===== src/hw/rtl/qvr_pkg.sv =====
// Shared index types and constants for the quaternion vector rotation pipeline.
package qvr_pkg;

    localparam int NUM_QUAT = 4;
    localparam int NUM_AXIS = 3;

    typedef enum logic [1:0] {
        QUAT_W = 2'd0,
        QUAT_X = 2'd1,
        QUAT_Y = 2'd2,
        QUAT_Z = 2'd3
    } t_quat_idx;

    typedef enum logic [1:0] {
        AXIS_X = 2'd0,
        AXIS_Y = 2'd1,
        AXIS_Z = 2'd2
    } t_axis;

endpackage


===== src/hw/rtl/qvr_round_sat.sv =====
// Output stage: round to nearest, shift down to Q1 format and saturate each component.
module qvr_round_sat import qvr_pkg::*; #(
    parameter int COMP_WIDTH = 16
) (
    input  logic                           i_clk,
    input  logic                           i_rst_n,
    input  logic                           i_valid,
    output logic                           o_ready,
    input  logic signed [3*COMP_WIDTH+2:0] i_r [NUM_AXIS],
    output logic                           o_valid,
    input  logic                           i_ready,
    output logic signed [COMP_WIDTH-1:0]   o_rot [NUM_AXIS],
    output logic                           o_clipped
);
    localparam int RW        = 3 * COMP_WIDTH + 3;
    localparam int OUT_SHIFT = 2 * (COMP_WIDTH - 1);
    localparam int SW        = RW - OUT_SHIFT;

    localparam logic signed [RW-1:0] RND_HALF = {{(RW-1){1'b0}}, 1'b1} << (OUT_SHIFT - 1);
    localparam logic signed [SW-1:0] SAT_MAX  =
        {{(SW-COMP_WIDTH+1){1'b0}}, {(COMP_WIDTH-1){1'b1}}};
    localparam logic signed [SW-1:0] SAT_MIN  =
        {{(SW-COMP_WIDTH+1){1'b1}}, {(COMP_WIDTH-1){1'b0}}};

    logic                         r_v5;
    logic signed [COMP_WIDTH-1:0] r_rot [NUM_AXIS];
    logic signed [COMP_WIDTH-1:0] n_rot [NUM_AXIS];
    logic                         r_clip;
    logic                         n_clip;
    logic signed [RW-1:0]         shifted [NUM_AXIS];
    logic signed [SW-1:0]         coarse  [NUM_AXIS];
    logic                         s5_en;

    assign s5_en   = !r_v5 || i_ready;
    assign o_ready = s5_en;

    always_comb begin
        n_clip = 1'b0;
        for (int a = 0; a < NUM_AXIS; a++) begin
            shifted[a] = (i_r[a] + RND_HALF) >>> OUT_SHIFT;
            coarse[a]  = $signed(shifted[a][SW-1:0]);
            if (coarse[a] > SAT_MAX) begin
                n_rot[a] = SAT_MAX[COMP_WIDTH-1:0];
                n_clip   = 1'b1;
            end else if (coarse[a] < SAT_MIN) begin
                n_rot[a] = SAT_MIN[COMP_WIDTH-1:0];
                n_clip   = 1'b1;
            end else begin
                n_rot[a] = coarse[a][COMP_WIDTH-1:0];
            end
        end
    end

    always_ff @(posedge i_clk) begin
        if (!i_rst_n) begin
            r_v5 <= 1'b0;
        end else if (s5_en) begin
            r_v5 <= i_valid;
        end
    end

    always_ff @(posedge i_clk) begin
        if (s5_en) begin
            r_rot  <= n_rot;
            r_clip <= n_clip;
        end
    end

    assign o_valid   = r_v5;
    assign o_rot     = r_rot;
    assign o_clipped = r_clip;
endmodule


===== config.mk =====
export PLATFORM = sky130hd
export DESIGN_NAME = qvr_round_sat
export DESIGN_NICKNAME = d
export VERILOG_FILES = /design/src/hw/rtl/qvr_pkg.sv /design/src/hw/rtl/qvr_round_sat.sv
export SDC_FILE = /design/constraint.sdc
export NUM_CORES = 1
export LEC_CHECK = 0
export ABC_AREA = 1
export BUFFER_PORTS_ARGS = -buffer_cell sky130_fd_sc_hd__buf_4
export CAP_MARGIN = 20
export CORE_AREA = 4 4 119 121
export DETAILED_ROUTE_END_ITERATION = 7
export DIE_AREA = 0 0 123 125
export PLACE_DENSITY_LB_ADDON = 0.08
export SYNTH_ARGS = -nofsm -noshare
export SYNTH_HDL_FRONTEND = slang
export SYNTH_SLANG_ARGS = --single-unit

===== constraint.sdc =====
create_clock -name i_clk -period 2.3 [get_ports i_clk]
set_input_delay 0 -clock i_clk [delete_from_list [all_inputs] [get_ports i_clk]]
set_output_delay 0 -clock i_clk [all_outputs]
set_load 0.01 [all_outputs]

==> metrics <==
outcome=completed; unrepaired setup endpoints after global routing=false; met1 WL=4070 um; max_cap viols=0; placed inst area=between 4000 and 5000 um^2; DR vias/cell=4.22; IO Count=between 200 and 250; Pins Over Slew Limit=0; CTS tree=yes; initial antenna violation count=0; Worst Setup End Kind=flip-flop; distinct cell type count after synthesis=37; DRC viols=0; DP HPWL=7730 um; syn_nets=626; drt wl/cell=about 12 um; Synth top area share=38.0%; Cell Area, Synth=3870 um^2; Net count, final=~750; overall routing resource usage=12.0%; Sink Count=50; CTS Hold Bufs=2; reg2reg start=o_valid; die area=15400 um^2; RR Endpoint=o_valid; PostCTS Resize Cnt=0; slowest cell on the critical path=nand2_2; # rows=42; GRT overflow=0; clk root buf=clkbuf_16; Worst path most repeated cell=nand2_1; Worst setup startpoint=i_r[131]; setup TNS=0 ps; vias in the first global route=3179; WS Path Type=in -> reg; Rel. slew slack=74.6%; Layout fillers=1379; sequential fraction of the synthesis area=38.5%; CP peak stage delay=230 ps; Power Density=approximately 470 nW/um^2; CP arrival=1680 ps; Cell Chain, Critical Path=buf_4 > ha_1 > nand2_1 > nor2_4 > nand2_4 > nor2_4 > nand3_1 > nand2_1 > nand2_1 > nor2_1 > nand2_1 > nand2_2 > nand2_1 > nor2_1 > nand2_1; area grow syn2layout=32.3%; Max clock buf depth=2; Inst Count DP=758; Tot Pwr=between 2 and 2.5 mW; Worst setup SP type=primary input; CTS buffer count=5; initial DRC count=128; Post-CTS Setup Inserts=0; Leak Pwr=2.27 nW; final worst setup slack=674 ps; die width=around 120 um; Setup WS pre-CTS=roughly 340 ps; Final Hold Fails=0; min Tclk post-route=1630 ps; Met3 Wirelength=about 760 um; top sig layer=met4; crit path buf inv count=1; first-pass GRT wire length=around 15000 um; Tcrit/Tclk final=70.7%; antenna-violating nets left=0; layout cells sized above 1=35.1%; reg-to-reg slack, setup=830 ps; worst clock skew=7.32 ps; synthesis-stage register bit count=50; Worst R2R Path Depth=4; first drt pass iteration count=4; Synth Instances=around 470; VDD IR max=0.235 mV; FMAX=~600 MHz; worst-margin pin slew=380 ps; CP required=~2400 ps; Levels on crit path=15; initial core utilization=29.6%; clk_lat worst skew=between 200 and 300 ps; Synth Warn #=0; H-tree lvl count=2; Die H=around 130 um; CP top delay family=simple AND/OR/NAND/NOR gates; syn_area_per_cell=between 8 and 9 um^2; Reg clk slew, reported paths=about 70 ps; met2 wire len=4180 um; Vias=3242; Critical path destination=o_clipped; Max FO, Critical Path=16; routability cong.=0.856; endpoints failing setup=0; final non-filler cell total=768; cell accounting for the most synthesized area=edfxtp_1; top post-synthesis cells by area=edfxtp_1 (38%), nand2_1 (16%), xor2_1 (5.9%); number of I/O port buffers=120; DRT Wirelength=9120 um; n_diodes=0; pin count of the biggest net entering global routing=between 50 and 60; design area=5130 um^2; core region area=~13000 um^2; worst hold-check path type=in -> reg
per-layer routing:
metal | track usage (%) | vias to the layer above
met5 | 0 | -
met4 | 2.93 | 0
met3 | 3.39 | 5
met2 | 19.6 | 87
met1 | 15.7 | 1407
li1 | - | 1743
cell type report:
cell class	count	area [um^2]	area share [%]
inverters	39	149	2.90
clock buffers	5	125	2.44
flip-flops and latches	50	1490	29.1
clock inverters	3	21.3	0.415
repair buffers	124	948	18.5
multi-input cells	371	2170	42.3
well taps	176	220	4.30
cell usage in the layout (no fill, tap or decap):
master / n
nand2_1: 161
buf_4: 121
edfxtp_1: 49
nor2_1: 41
inv_1: 32
xor2_1: 26
nand3_1: 22
nand2_2: 17
xnor2_1: 16
nor2_4: 12
o21ai_2: 10
nor2_2: 9
nor3_1: 9
o21ai_0: 8
nand2_4: 6
inv_2: 6
clkbuf_16: 5
nand3_2: 4
nand3b_1: 4
nand4_1: 3
a21boi_1: 3
or2_2: 3
ha_1: 3
and2_0: 2
nand3_4: 2
xnor2_4: 2
nor2_8: 2
dlygate4sd3_1: 2
inv_4: 1
and2_1: 1
xor2_2: 1
o21bai_4: 1
a21boi_0: 1
nand4_4: 1
o21ai_4: 1
clkinv_4: 1
clkinv_2: 1
clkinvlp_4: 1
dfxtp_1: 1
buf_12: 1
cells in the mapped netlist, drive strengths merged:
cell type and count:
nor2 64, nand3 28, ha 3, nand2 184
and2 3, dfxtp 1, xnor2 18, edfxtp 49
o21bai 1, nor3 9, or2 3, buf 6
nand4 4, xor2 27, o21ai 19, inv 39
a21boi 4, nand3b 4
worst register-to-register path, delay by kind of cell (launching register included):
| kind | cells | cell delay (ps) |
|---|---|---|
| buffers and inverters | 2 | 830 |
| AND/OR/NAND/NOR | 1 | 80 |
| AO/OA/AOI/OAI | 1 | 130 |
| flip-flops | 1 | 320 |
metrics by stage:
step | utilization (%) | hold WS, ps
6_report | 39.2 | 43.0
5_1_grt | 39.2 | 56.3
4_1_cts | 39.2 | 38.9
3_5_place_dp | 37.9 | 279
3_3_place_gp | 37.9 | 265
2_1_floorplan | - | 141
cells by family (layout without fill, tap and decap cells):
kind of cell             after synthesis  in the layout  synth area share (%)
AO/OA/AOI/OAI                         24             24                  4.97
XOR/XNOR                              45             45                  11.3
adder cells (fa/ha/maj)                3              3                 0.969
buffers and inverters                 45            171                  5.55
flip-flops                            50             50                  38.5
AND/OR/NAND/NOR                      299            299                  38.7
state kept, by name (all words and copies together) (netlist names):
signal	flops
o_valid	1
o_clipped	1
o_rot	48
how the worst min path moves through the flow:
stage	startpoint	to	slack, ps	depth (start not counted)
floorplan	i_valid	o_valid	140	2
global placement	i_valid	o_valid	270	3
detailed placement	i_rst_n	o_valid	280	2
CTS	i_r[152]	o_rot[47]	40	3
global route	i_r[152]	o_rot[47]	60	3
finish	i_r[152]	o_rot[47]	40	3
report_power, final:
part / leakage [nW] / total [mW] / switching (mW) / internal (mW)
registers: 0.494 / 1.11 / 0.0210 / 1.09
clock network: 0.0698 / 0.736 / 0.333 / 0.403
logic: 1.70 / 0.567 / 0.303 / 0.264
total: 2.27 / 2.41 / 0.657 / 1.75
Note: power is estimated with default switching activity, not from simulation.
